**src/rtl/swerve_inverse_kinematics_defines.svh**
```systemverilog
// Assertion macros shared by the swerve inverse kinematics RTL.
`ifndef SWERVE_INVERSE_KINEMATICS_DEFINES_SVH
`define SWERVE_INVERSE_KINEMATICS_DEFINES_SVH

// Same-cycle implication, checked on clk_i outside reset.
`define SWIK_ASSERT_IMPL(lbl, ante, cons, msg) \
  lbl: assert property (@(posedge clk_i) disable iff (!rst_ni) (ante) |-> (cons)) \
    else $error(msg);

// Next-cycle implication, checked on clk_i outside reset.
`define SWIK_ASSERT_NEXT(lbl, ante, cons, msg) \
  lbl: assert property (@(posedge clk_i) disable iff (!rst_ni) (ante) |=> (cons)) \
    else $error(msg);

`endif

```
**src/rtl/swik_isqrt.sv**
```systemverilog
// Bit-serial integer square root of a 64-bit radicand, one result bit per cycle.
module swik_isqrt (
  input  logic        clk_i,
  input  logic        rst_ni,
  input  logic        start_i,
  input  logic [63:0] radicand_i,
  output logic        busy_o,
  output logic [31:0] root_o
);
  logic        busy_q;
  logic [63:0] rem_q;
  logic [63:0] res_q;
  logic [63:0] bit_q;
  logic [63:0] trial;

  assign trial = res_q + bit_q;

  always_ff @(posedge clk_i or negedge rst_ni) begin
    if (!rst_ni) begin
      busy_q <= 1'b0;
    end else if (start_i) begin
      busy_q <= 1'b1;
    end else if (busy_q && bit_q[0]) begin
      busy_q <= 1'b0;
    end
  end

  always_ff @(posedge clk_i) begin
    if (start_i) begin
      rem_q <= radicand_i;
      res_q <= '0;
      bit_q <= 64'h4000_0000_0000_0000;
    end else if (busy_q) begin
      if (rem_q >= trial) begin
        rem_q <= rem_q - trial;
        res_q <= (res_q >> 1) + bit_q;
      end else begin
        res_q <= res_q >> 1;
      end
      bit_q <= bit_q >> 2;
    end
  end

  assign busy_o = busy_q;
  assign root_o = res_q[31:0];
endmodule

```
**config.mk**
```make
export PLATFORM = sky130hd
export DESIGN_NAME = swik_isqrt
export DESIGN_NICKNAME = d
export VERILOG_FILES = /design/src/rtl/swerve_inverse_kinematics_defines.svh /design/src/rtl/swik_isqrt.sv
export SDC_FILE = /design/constraint.sdc
export NUM_CORES = 1
export LEC_CHECK = 0
export BUFFER_PORTS_ARGS = -buffer_cell sky130_fd_sc_hd__buf_4
export CAP_MARGIN = 20
export CORE_MARGIN = 8
export CORE_UTILIZATION = 45
export DETAILED_ROUTE_END_ITERATION = 12
export GPL_ROUTABILITY_DRIVEN = 0
export PLACE_DENSITY_LB_ADDON = 0.1
export SLEW_MARGIN = 10
export SYNTH_ARGS = -nofsm -noshare
export SYNTH_HDL_FRONTEND = slang
export SYNTH_SLANG_ARGS = --single-unit
export TNS_END_PERCENT = 50
```
**constraint.sdc**
```tcl
create_clock -name clk_i -period 10.7 [get_ports clk_i]
set_input_delay 0 -clock clk_i [delete_from_list [all_inputs] [get_ports clk_i]]
set_output_delay 0 -clock clk_i [all_outputs]
set_load 0.05 [all_outputs]
```
==> impl_metrics.toml <==
[outcome]
outcome = "completed"

[critical_path]
reg2reg_slack_ns = 3.48
reg2regPathDepth = 21
crit_fanout = 54
worst_setup_path_end_kind = "flip-flop"
path_class = "reg2reg"
crit_arrival_ns = 7.57
required_ns = 11.05
cp-start-kind = "flip-flop"
r2r_start = "res_q[2]"
crit_path_start = "res_q[2]"
r2r-end = "res_q[59]"

[placed_design]
placedCellCount = 2333
io_buffer_count = 99
hpwl_um = 33800

[synth]
ys_seq_elements = 161
netlist_area_um2 = 15100
synth-edff-count = 64
yosys.cell_types.count = 88
synthCells = 1914
avgSynthCellArea_um2 = 7.87
async_reset_ff_frac = 0.00621
synth_fp_nets = 2112
ys_seq_area_frac = 0.257
yosysWarnings = 0
synth_ff_type = "dfxtp_1"

[hold_path]
min_path_type = "in2reg"
min_from = "start_i"
min_to = "rem_q[35]"
hold_depth = 2

[die]
rows = 67
die_x_um = 199
die_y_um = 199
fp.dieArea_um2 = 39600
io_pins = 100
core_um2 = 33300
initial_utilization = 0.453

[sta]
finalHoldViolations = 0
fin_skew_ns = 0.0150
worst_pin_slew_ns = 0.931
fmax_mhz = 138
maxSlewViolCount = 0
fin_crit_ns = 7.22
min_period_over_period = 0.675
max-slew-margin-rel = 0.379
final.setup.tns_ns = 0
rsz0062_at_grt = "no"
setup_violations = 0

[cts]
cts.repair.resized = 0
ctsLongestPathBuffers = 2
htree_levels = 4
post_cts_buffers = 0
path_clk_slew_ns = 0.07
cts-root-buf = "clkbuf_16"
cts.sinks = 161
hold_buffers = 66
cts_tree = "done"
cts_buffers = 17
clkLatencyLatePin_ns = 0.45

[global_route]
grt_pass1_vias = 13900
grt_first_pass_wirelength_um = 73000
grt_max_degree = 159
grt-ovfl-total = 0
antenna_found_initial = 0
grt_usage = 0.228

[routing]
wl_per_cell_um = 18.6
route.vias.total = 14300
viasPerCell = 5.89
drt_first_pass_iters = 5
antenna_left = 0
routed_wl_um = 45200
drt-initial-drc-count = 961
drc = 0

[flow_run]
cap_violations = 0

[cells_and_area]
area_delta_synth_final_pct = 13.0
num-nets-final = 2169
drive_gt1_frac = 0.0907
final_cell_mix = "nand2_1, nor2_1, o21ai_0, ha_1, a21oi_1"
fill_cells = 3262
fin_cells = 2432
final_common_cell = "nand2_1"
antennaDiodeCount = 0

[pwr]
p_leak_uw = 0.00682
ir_drop_mv = 0.230
powerDensity_nw_per_um2 = 263
==> logic make-up (layout without fill, tap and decap cells) <==
family                     Yosys count  in the layout  share of synthesized area
and+or+nand+nor                    631            631                      0.189
AOI/OAI and AO/OA                  612            612                      0.266
buffers and inverters              172            242                     0.0537
DFF                                161            161                      0.257
xor gates and xnor gates           158            158                     0.0919
adders and majority gates          131            131                      0.109
muxes                               49             49                     0.0331
==> state kept, by name, indices dropped and copies added, names as in the netlist <==
name    flops
busy_o      1
rem_q      64
res_q      64
bit_q      32
==> area by class of cell <==
cell class,instances,area [µm²],area share
multi-input cells,1581,10400,0.611
clock inverters,7,43.8,0.00257
clock buffers,25,517,0.0303
inverters,37,139,0.00816
well taps,448,561,0.0329
repair buffers,173,1490,0.0877
flip-flops and latches,161,3870,0.227
==> stage by stage <==
stage               cell area [µm²]  hold WS [ns]  power (µW)  setup WS (ns)   util
floorplan                     15100        -0.296        3180           1.16      -
global placement              15800        -0.223        3790           3.18  0.474
detailed placement            15800        -0.223        3810           3.09  0.474
CTS                           17000        0.0439        4460           3.07  0.511
global route                  17000        0.0873        4830           3.18  0.512
finish                        17000        0.0505        4480           3.48  0.512
==> metal layers <==
| metal | GRT usage | wire length (µm) | up-vias |
|---|---|---|---|
| met3 | 0.0308 | 2250 | 64 |
| li1 | - | - | 7129 |
| met5 | 0 | 0 | - |
| met4 | 0.0651 | 944 | 0 |
| met1 | 0.301 | 20700 | 6740 |
| met2 | 0.383 | 21300 | 387 |
==> worst max-delay path by stage <==
| stage | slack (ns) | cells after the start | to |
|---|---|---|---|
| 6_report | 3.48 | 21 | res_q[59] |
| 5_1_grt | 3.18 | 21 | res_q[59] |
| 4_1_cts | 3.07 | 19 | rem_q[48] |
| 3_5_place_dp | 3.09 | 21 | rem_q[31] |
| 3_3_place_gp | 3.18 | 19 | rem_q[30] |
| 2_1_floorplan | 1.16 | 21 | rem_q[0] |
==> cells in the mapped netlist, drive strengths merged, types with 7 or more instances <==
| master | instances | area share |
|---|---|---|
| a311oi | 15 | 0.0091 |
| buf | 57 | 0.025 |
| and2 | 16 | 0.0066 |
| o21ai | 171 | 0.058 |
| o211ai | 9 | 0.0045 |
| and3 | 13 | 0.0057 |
| nor2 | 187 | 0.047 |
| ha | 130 | 0.11 |
| a221oi | 16 | 0.0097 |
| xnor2 | 86 | 0.050 |
| and4 | 9 | 0.0052 |
| nor2b | 18 | 0.0075 |
| o31ai | 11 | 0.0061 |
| o21bai | 23 | 0.011 |
| nand2 | 241 | 0.060 |
| nand3 | 36 | 0.012 |
| mux2i | 42 | 0.028 |
| mux2 | 7 | 0.0052 |
| clkbuf | 78 | 0.019 |
| a31o | 15 | 0.0087 |
| a31oi | 59 | 0.025 |
| a211oi | 38 | 0.019 |
| o21a | 10 | 0.0050 |
| a21oi | 121 | 0.040 |
| inv | 37 | 0.0092 |
| nor4 | 7 | 0.0033 |
| nor3 | 28 | 0.0093 |
| or3 | 17 | 0.0071 |
| a21o | 54 | 0.027 |
| edfxtp | 64 | 0.13 |
| nand2b | 13 | 0.0054 |
| a22oi | 7 | 0.0035 |
| xor2 | 72 | 0.042 |
| dfxtp | 96 | 0.13 |
| nand4 | 33 | 0.014 |
==> critical path: stages, from the launching register on <==
cell      delay (ns)
dfxtp_1         0.43
ha_1            0.30
a31oi_1         0.35
a211oi_1        0.23
a221o_1         0.39
a41o_1          0.34
a21oi_2         0.37
o21ai_1         0.24
a311oi_2        0.43
o21bai_1        0.15
a31oi_1         0.22
xor2_1          0.11
ha_1            0.45
nand4_1         0.19
a211oi_1        0.53
nand3_1         0.33
a21oi_1         0.59
or2_2           0.22
buf_4           0.51
a21oi_1         0.15
a311o_1         0.35
a211oi_1        0.21
==> power breakdown <==
group | internal (µW) | switching [µW] | total, µW
Combinational | 1080 | 1750 | 2830
Sequential | 891 | 151 | 1040
Clock | 337 | 276 | 613
Total | 2300 | 2180 | 4480
(Power assumes the default switching activity.)
