===== src/rtl/swerve_inverse_kinematics_defines.svh =====
// Assertion macros shared by the swerve inverse kinematics RTL.
`ifndef SWERVE_INVERSE_KINEMATICS_DEFINES_SVH
`define SWERVE_INVERSE_KINEMATICS_DEFINES_SVH

// Same-cycle implication, checked on clk_i outside reset.
`define SWIK_ASSERT_IMPL(lbl, ante, cons, msg) \
  lbl: assert property (@(posedge clk_i) disable iff (!rst_ni) (ante) |-> (cons)) \
    else $error(msg);

// Next-cycle implication, checked on clk_i outside reset.
`define SWIK_ASSERT_NEXT(lbl, ante, cons, msg) \
  lbl: assert property (@(posedge clk_i) disable iff (!rst_ni) (ante) |=> (cons)) \
    else $error(msg);

`endif


===== src/rtl/swik_pkg.sv =====
// Types, constants and the arctangent table of the swerve inverse kinematics block.
package swik_pkg;

  localparam int unsigned CfgIdxW     = 3;
  localparam int unsigned InvRadW     = 26;
  localparam int unsigned CordicIters = 30;

  localparam logic [CfgIdxW-1:0] REG_WHEEL0_X   = 3'd0;
  localparam logic [CfgIdxW-1:0] REG_WHEEL0_Y   = 3'd1;
  localparam logic [CfgIdxW-1:0] REG_WHEEL1_X   = 3'd2;
  localparam logic [CfgIdxW-1:0] REG_WHEEL1_Y   = 3'd3;
  localparam logic [CfgIdxW-1:0] REG_INV_RADIUS = 3'd4;

  localparam logic [InvRadW-1:0] INV_RADIUS_RST = 26'd655360;

  localparam logic signed [31:0] PI_Q29      = 32'sd1686629713;
  localparam logic signed [31:0] HALF_PI_Q29 = 32'sd843314857;
  localparam logic signed [32:0] HALF_PI_Q30 = 33'sd1686629713;
  localparam logic signed [32:0] FLIP_LIM    = 33'sd843314856;
  localparam logic [31:0]        SLOW_LIM    = 32'd65;
  localparam logic [31:0]        SPEED_MAX   = 32'h7fff_ffff;

  typedef struct packed {
    logic signed [31:0] body_vx;
    logic signed [31:0] body_vy;
    logic signed [31:0] body_wz;
  } in_word_t;

  typedef struct packed {
    logic signed [31:0] angle0;
    logic signed [31:0] speed0;
    logic signed [31:0] angle1;
    logic signed [31:0] speed1;
  } out_word_t;

  // Angle of one rotation step in Q2.30.
  function automatic logic signed [32:0] atan_step(input logic [4:0] idx);
    logic signed [32:0] s;
    case (idx)
      5'd0:    s = 33'sd843314856;
      5'd1:    s = 33'sd497837829;
      5'd2:    s = 33'sd263043836;
      5'd3:    s = 33'sd133525158;
      5'd4:    s = 33'sd67021686;
      5'd5:    s = 33'sd33543515;
      5'd6:    s = 33'sd16775850;
      5'd7:    s = 33'sd8388437;
      5'd8:    s = 33'sd4194282;
      5'd9:    s = 33'sd2097149;
      default: s = (33'sd1 <<< (5'd30 - idx)) - 33'sd1;
    endcase
    return s;
  endfunction

endpackage


===== src/rtl/swik_cordic.sv =====
// First-quadrant arctangent of two magnitudes by normalization and CORDIC vectoring.
module swik_cordic (
  input  logic        clk_i,
  input  logic        rst_ni,
  input  logic        start_i,
  input  logic [47:0] mag_x_i,
  input  logic [47:0] mag_y_i,
  output logic        busy_o,
  output logic [31:0] angle_o
);
  import swik_pkg::*;

  localparam logic [1:0] C_IDLE = 2'd0;
  localparam logic [1:0] C_NORM = 2'd1;
  localparam logic [1:0] C_ITER = 2'd2;
  localparam logic [1:0] C_FIN  = 2'd3;

  logic [1:0]         state_q;
  logic [1:0]         state_d;
  logic signed [47:0] x_q;
  logic signed [47:0] y_q;
  logic signed [32:0] z_q;
  logic [4:0]         i_q;
  logic [31:0]        t_q;
  logic [47:0]        or_xy;
  logic signed [47:0] dx;
  logic signed [47:0] dy;
  logic signed [32:0] step;
  logic signed [32:0] z_clamp;
  logic               norm_done;

  assign or_xy     = x_q | y_q;
  assign norm_done = !(|or_xy[47:30]) && or_xy[29];
  assign dx        = y_q >>> i_q;
  assign dy        = x_q >>> i_q;
  assign step      = atan_step(i_q);

  always_comb begin
    if (z_q < 0) begin
      z_clamp = '0;
    end else if (z_q > HALF_PI_Q30) begin
      z_clamp = HALF_PI_Q30;
    end else begin
      z_clamp = z_q;
    end
  end

  always_comb begin
    state_d = state_q;
    unique case (state_q)
      C_IDLE: begin
        if (start_i && (mag_x_i != '0) && (mag_y_i != '0)) begin
          state_d = C_NORM;
        end
      end
      C_NORM: begin
        if (norm_done) begin
          state_d = C_ITER;
        end
      end
      C_ITER: begin
        if (i_q == 5'(CordicIters - 1)) begin
          state_d = C_FIN;
        end
      end
      C_FIN: state_d = C_IDLE;
      default: state_d = C_IDLE;
    endcase
  end

  always_ff @(posedge clk_i or negedge rst_ni) begin
    if (!rst_ni) begin
      state_q <= C_IDLE;
    end else begin
      state_q <= state_d;
    end
  end

  always_ff @(posedge clk_i) begin
    case (state_q)
      C_IDLE: begin
        if (start_i) begin
          x_q <= signed'(mag_x_i);
          y_q <= signed'(mag_y_i);
          if (mag_y_i == '0) begin
            t_q <= '0;
          end else if (mag_x_i == '0) begin
            t_q <= unsigned'(HALF_PI_Q29);
          end
        end
      end
      C_NORM: begin
        if (|or_xy[47:30]) begin
          x_q <= x_q >>> 1;
          y_q <= y_q >>> 1;
        end else if (!or_xy[29]) begin
          x_q <= x_q <<< 1;
          y_q <= y_q <<< 1;
        end else begin
          z_q <= '0;
          i_q <= '0;
        end
      end
      C_ITER: begin
        if (y_q > 0) begin
          x_q <= x_q + dx;
          y_q <= y_q - dy;
          z_q <= z_q + step;
        end else begin
          x_q <= x_q - dx;
          y_q <= y_q + dy;
          z_q <= z_q - step;
        end
        i_q <= i_q + 5'd1;
      end
      C_FIN: begin
        t_q <= 32'((z_clamp + 33'sd1) >>> 1);
      end
      default: begin
      end
    endcase
  end

  assign busy_o  = (state_q != C_IDLE);
  assign angle_o = t_q;
endmodule


===== config.mk =====
export PLATFORM = sky130hd
export DESIGN_NAME = swik_cordic
export DESIGN_NICKNAME = d
export VERILOG_FILES = /design/src/rtl/swerve_inverse_kinematics_defines.svh /design/src/rtl/swik_pkg.sv /design/src/rtl/swik_cordic.sv
export SDC_FILE = /design/constraint.sdc
export NUM_CORES = 1
export LEC_CHECK = 0
export ABC_CLOCK_PERIOD_IN_PS = 9100
export BUFFER_PORTS_ARGS = -buffer_cell sky130_fd_sc_hd__buf_2
export CAP_MARGIN = 10
export CORE_ASPECT_RATIO = 1.4
export CORE_UTILIZATION = 40
export DETAILED_ROUTE_END_ITERATION = 8
export PLACE_DENSITY_LB_ADDON = 0.05
export SETUP_SLACK_MARGIN = 0.1
export SLEW_MARGIN = 40
export SYNTH_ARGS = -nofsm -noshare
export SYNTH_HDL_FRONTEND = slang
export SYNTH_SLANG_ARGS = --single-unit

===== constraint.sdc =====
create_clock -name clk_i -period 9.1 [get_ports clk_i]
set_input_delay 1.82 -clock clk_i [delete_from_list [all_inputs] [get_ports clk_i]]
set_output_delay 1.82 -clock clk_i [all_outputs]
set_load 0.01 [all_outputs]

==> results of run 1 <==
-- worst max-delay path, stage by stage (launching register included) --
cell	delay (ps)
edfxtp_1	790
buf_12	300
buf_4	230
nand2b_1	540
o32ai_1	200
a2111oi_0	610
nor3_1	230
inv_1	110
ha_1	280
inv_1	110
nor4_1	580
and4_1	550
nor2b_1	420
nand2_1	100
a31oi_1	180
a2bb2oi_1	300
ha_1	380
nor2b_1	200
o21a_1	180
o21a_1	170
o21ai_0	150
nand2b_1	80
a221oi_1	330
xor2_1	220
o221ai_1	150
-- metrics by stage --
step                      hold slack (ps)  util, %  setup WS (ps)  cells  area, um2
after detailed placement            576.7    42.93           1412   4215      29190
after global placement              572.6    42.79           1537   4214      29100
after floorplan                     496.7        -           1991   3334      27540
after global routing                645.6    43.88          953.1   4249      29840
after CTS                           599.5    43.84           1380   4247      29810
final                               599.1    43.89           1380   4251      29850
-- report_power, final --
part / switching (mW) / internal, mW / total, mW
Sequential: 0.745 / 1.10 / 1.85
Combinational: 1.95 / 1.62 / 3.57
Clock: 0.462 / 0.374 / 0.836
Total: 3.15 / 3.10 / 6.25
-- layer usage --
| metal | up-vias | GRT usage (%) |
|---|---|---|
| met3 | 462 | 6.214 |
| met1 | 14000 | 40.16 |
| li1 | 12730 | - |
| met5 | - | 0 |
| met2 | 1487 | 64.25 |
| met4 | 0 | 33.27 |
-- final timing paths --
check                                        from                     end  slack (ps)  cells past startpoint
hold reg to reg            state_q[1]$_DFFE_PN0P_  state_q[1]$_DFFE_PN0P_         600                      2
max in group asynchronous                  rst_ni  state_q[1]$_DFFE_PN0P_        7960                      1
min in group asynchronous                  rst_ni  state_q[0]$_DFFE_PN0P_        1050                      1
setup reg to reg             i_q[2]$_SDFFCE_PN0P_       x_q[45]$_DFFE_PP_        1380                     24
setup / recovery             i_q[2]$_SDFFCE_PN0P_       x_q[45]$_DFFE_PP_        1380                     24
hold / removal             state_q[1]$_DFFE_PN0P_  state_q[1]$_DFFE_PN0P_         600                      2
-- registers in the layout (all words and copies together), names as in the netlist --
register / count
state_q: 2
y_q: 48
i_q: 5
angle_o: 32
z_q: 33
x_q: 48
-- area by class of cell --
| cell class | count | area, um2 |
|---|---|---|
| diodes | 2 | 5.005 |
| clock buffers | 17 | 425.4 |
| clock inverters | 15 | 196.4 |
| fillers | 6813 | 38160 |
| inverters | 82 | 307.8 |
| multi-input cells | 2834 | 21350 |
| flip-flops and latches | 168 | 5035 |
| well taps | 920 | 1151 |
| repair buffers | 213 | 1371 |
-- cells by family after synthesis --
group                      count (synthesis)  share of synthesized area, %
buffers and inverters                    332                         4.907
muxes                                    375                         18.99
AOI/OAI and AO/OA                        975                         24.03
other                                      1                       0.01362
DFF                                      168                         18.28
xor gates and xnor gates                 257                         8.223
adders and majority gates                143                         6.579
and+or+nand+nor                         1082                         18.98
-- cells in the final DEF (no fill, tap or decap), types with 32 or more instances in the layout --
master / n
nand2b_1: 39
buf_4: 72
a221oi_1: 73
nand3_1: 73
and2_1: 33
buf_2: 131
mux2i_1: 122
inv_1: 75
o21ai_0: 154
nor4_1: 53
nor2b_1: 47
o211ai_1: 34
xnor2_1: 144
nand4_1: 40
a21oi_1: 226
o21a_1: 32
a22oi_1: 32
a211oi_1: 34
nor3_1: 53
mux2_2: 143
xor2_1: 112
edfxtp_1: 166
a21o_1: 88
nor2_1: 360
a31oi_1: 37
nand2_1: 246
mux4_2: 103
o22ai_1: 39
ha_1: 137
==> impl_metrics.ini, run 1 <==
[clock_network]
clkSinkCount = 168
cts.reportedPaths.clkPinSlew_ps = 100
clk_latency_ps = 550
cts_setup_buffers = 0
htree_num_levels = 4
clockRootBuffer = clkbuf_16
cts_tree = yes
clk_path_buf_depth = 2
cts.repair.resized = 0
postCtsHoldBufs = 0
cts_made_buffers = 17

[setup_path]
setup.worst_path.start_class = register
crit_type = register to register
crit_fanout = 30
cp_data_arrival_time_ps = 7980
cp-end-kind = register
crit_required_ps = 9360

[placement]
port_buffers = 131
gp_congestion = 1.055
dp_hpwl_um = 102500

[die]
ios = 132
dieArea_um2 = 69920
rows = 113
start_util_pct = 40.50
die_y_um = 312.5
coreArea_um2 = 68010
dieWidth_um = 223.8

[drt]
wl_per_cell_um = 31.38
vias_per_cell = 6.746
wl_met1_um = 46670
num_vias = 28680
dr_wl_met3_um = 8845
top_layer = met4
ant_nets = 0
totalWireLength_um = 133400
wl_met2_um = 64440
post-route-drc-count = 0
drt_iter0_drc = 2567
firstDrtPassIters = 6

[synth]
synth-edff-count = 166
synth.top_cells.by_count = 365 x nor2_1, 247 x nand2_1, 229 x a21oi_1, 166 x edfxtp_1, 157 x clkbuf_1
ys_seq_area_share_pct = 18.28
yosys.area.top_type_share_pct = 18.10
yosysMostFrequentCell = nor2_1
synth_warnings = 0
synth_flop_cell = edfxtp_1
yosysUniqueCellTypes = 95
syn_inst = 3333
ys_seq_elements = 168
yosys-top-cells-area = edfxtp_1 18%, mux4_2 8.4%, ha_1 6.4%, mux2_2 5.8%, nor2_1 5.0%
synth_area_per_cell_um2 = 8.263
synth_area_um2 = 27540
ys_async_sr_fraction_pct = 1.190
synth_area_leader_cell = edfxtp_1

[power]
total_power_mw = 6.254
powerDensity_nw_per_um2 = 209.6
irDropWorstVdd_uv = 183.8
power.leakage_nw = 11.86

[global_route]
grt_pass1_wl_um = 192100
overflow = 0
grt_pass1_vias = 28090
grt_start_max_net_pins = 121
grt_usage_pct = 37.67
antenna_found_initial = 2

[hold_path]
holdCritPathClass = register to register

[sta]
rsz0062_at_grt = false
fmax_mhz = 129.5
setup_viol = 0
finClkSkew_ps = 24.29
max_slew_margin_pct = 31.99
hold_viol = 0
setup-tns-final_ps = 0
min_period_ps = 7720
tightest_slew_ps = 1011
slew_violations = 0
fin_crit_sh_pct = 84.84

[layout]
nets = 3558
final_layout_size_suffix_gt1_share_pct = 16.64
synthToLayoutAreaGrowth_pct = 8.373

[flow_run]
max_cap_viol_count = 0

[run_status]
outcome = finished clean
Note: power is estimated with default switching activity, not from simulation.
==> run 2, diff against run 1 <==
Settings changed: ABC_CLOCK_PERIOD_IN_PS 9100 to 6500.
Clock period 9.1 ns to 6.5 ns, I/O delays scaled along.
==> run 2 against run 1 <==
  * The flow now finishes with violations (setup timing)
  * Hold slack worse by 74 ps
  * Combinational power rose by 120%
  * Register-to-register slack worse by 1500 ps
  * Worst setup slack got worse by 1500 ps
  * Cell count grew 17%
  * Clock skew increased by 18 ps
  * Cell area up 23%
  * Clock power grew 40%
  * Sequential power rose by 7%
==> impl_metrics.ini, run 2 (synthesis results as in run 1) <==
[setup_path]
cp-end-kind = register
setup.worst_path.start_class = register
crit_required_ps = 6760
crit_type = register to register
cp_data_arrival_time_ps = 6830
crit_fanout = 26

[global_route]
grt_start_max_net_pins = 69
overflow = 0
grt_util_met1_pct = 44.30
use_met2_pct = 70.68
antenna_found_initial = 3
grt_usage_pct = 41.51
grt_pass1_wl_um = 211700
grt_use_met3_pct = 7.869
top_usage_layer = met2
grt_pass1_vias = 31930

[hold_path]
holdCritPathClass = input port to async pin

[clock_network]
cts.reportedPaths.clkPinSlew_ps = 90
clockRootBuffer = clkbuf_16
cts_tree = yes
htree_num_levels = 4
clk_path_buf_depth = 2
cts_made_buffers = 17
clkSinkCount = 168
postCtsHoldBufs = 0
clk_latency_ps = 560

[layout]
stdcell_area_um2 = 36590
fin_util_pct = 53.80
largestRegisters = x_q: 48 flops, y_q: 48 flops, z_q: 33 flops
synthToLayoutAreaGrowth_pct = 32.86
final_layout_size_suffix_gt1_share_pct = 35.57
nets = 4286
final_cell_mix = 765 x buf_4, 349 x nor2_1, 236 x nand2_1
final_common_cell = buf_4

[die]
rows = 113
dieWidth_um = 223.8
coreArea_um2 = 68010
start_util_pct = 40.50
die_y_um = 312.5
ios = 132
dieArea_um2 = 69920

[placement]
port_buffers = 131
gp_congestion = 1.072
dpl_cell_area_um2 = 34560
dp_hpwl_um = 115000

[sta]
finClkSkew_ps = 42.08
setup_viol = 4
rsz0062_at_grt = true
fin_ws_ps = -75.01
tightest_slew_ps = 904.4
fmax_mhz = 152.1
fin_crit_sh_pct = 101.2
slew_violations = 0
max_slew_margin_pct = 39.71
hold_viol = 0
min_period_ps = 6575

[drt]
drt_iter0_drc = 3196
wl_per_cell_um = 29.69
num_vias = 32130
totalWireLength_um = 147800
firstDrtPassIters = 6
vias_per_cell = 6.453
post-route-drc-count = 0
ant_nets = 0

[flow_run]
max_cap_viol_count = 0

[power]
powerDensity_nw_per_um2 = 297.7
irDropWorstVdd_uv = 284.1
power.leakage_nw = 15.73
total_power_mw = 10.89

[run_status]
outcome = finished, violations left
violations = setup timing
## run 2: changes by cell type in the layout (fill, tap and decap cells not counted), sizes merged
| cell | change |
|---|---|
| bufbuf | +1 |
| buf | +726 |
| clkinvlp | +1 |
| clkinv | -3 |
| clkbuf | +1 |
| inv | +2 |
## run 2: stage by stage
step                setup TNS [ps]  hold WS, ps  instances  worst slack, ps
floorplan                   -71.50        496.7       3334           -71.50
global placement             -2356        562.8       4906           -291.8
detailed placement           -3000        574.0       4907           -227.1
CTS                              0        513.2       4962            15.61
global route                 -3167        521.3       4977           -254.6
finish                      -197.9        525.5       4979           -75.01
## run 2: area by class of cell
class	count	area, um2
tap	920	1151
fill	6449	31420
inverter	82	310.3
clock inverter	15	178.9
clock buffer	17	425.4
multi-input combinational	2834	22290
sequential	168	5035
timing repair buffer	941	7193
antenna	2	5.005
## run 2: power by group
group | total [mW] | switching (mW) | internal [mW]
Clock | 1.17 | 0.651 | 0.520
Combinational | 7.75 | 3.87 | 3.87
Sequential | 1.98 | 0.436 | 1.54
## run 2: per-layer routing
layer  share of wire [%]  up-vias  routed length (um)
met3                 7.2      550               10610
met2                  48     1716               70700
met4                  10        2               15290
met5              0.0068        -                  10
li1                    -    14180                   -
met1                  35    15680               51210
## run 2: path summary, 6_finish.rpt
kind,from,endpoint,slack (ps),cells after the start
setup / recovery,i_q[3]$_SDFFCE_PN0P_,y_q[41]$_DFFE_PP_,-80,26
hold / removal,rst_ni,state_q[1]$_DFFE_PN0P_,530,1
setup reg to reg,i_q[3]$_SDFFCE_PN0P_,y_q[41]$_DFFE_PP_,-80,26
hold reg to reg,state_q[1]$_DFFE_PN0P_,state_q[1]$_DFFE_PN0P_,590,2
max in group asynchronous,rst_ni,state_q[0]$_DFFE_PN0P_,5880,1
min in group clk_i,state_q[1]$_DFFE_PN0P_,state_q[1]$_DFFE_PN0P_,590,2
## run 2: repair_timing
item	4_1_cts	5_1_grt
setup endpoints to repair	37	66
setup buffers	21	14
cloned	2	2
gates resized for setup	74	172
pin swaps	22	76
## run 2: worst max-delay path, cell delays in order, from the launching register on
cell,delay (ps)
edfxtp_1,390
buf_12,180
buf_4,310
buf_12,240
mux2_2,470
mux2_2,320
or4_1,540
a21oi_1,200
a311oi_2,110
or4b_4,590
nor4_4,160
buf_4,190
and2_4,160
a21oi_1,70
xnor2_1,160
ha_1,300
a21o_1,170
a21o_1,190
a21oi_2,180
nand2_2,90
o21ai_2,150
a21oi_2,70
a22o_1,290
buf_6,150
a221oi_4,260
xor2_1,190
o221ai_1,150
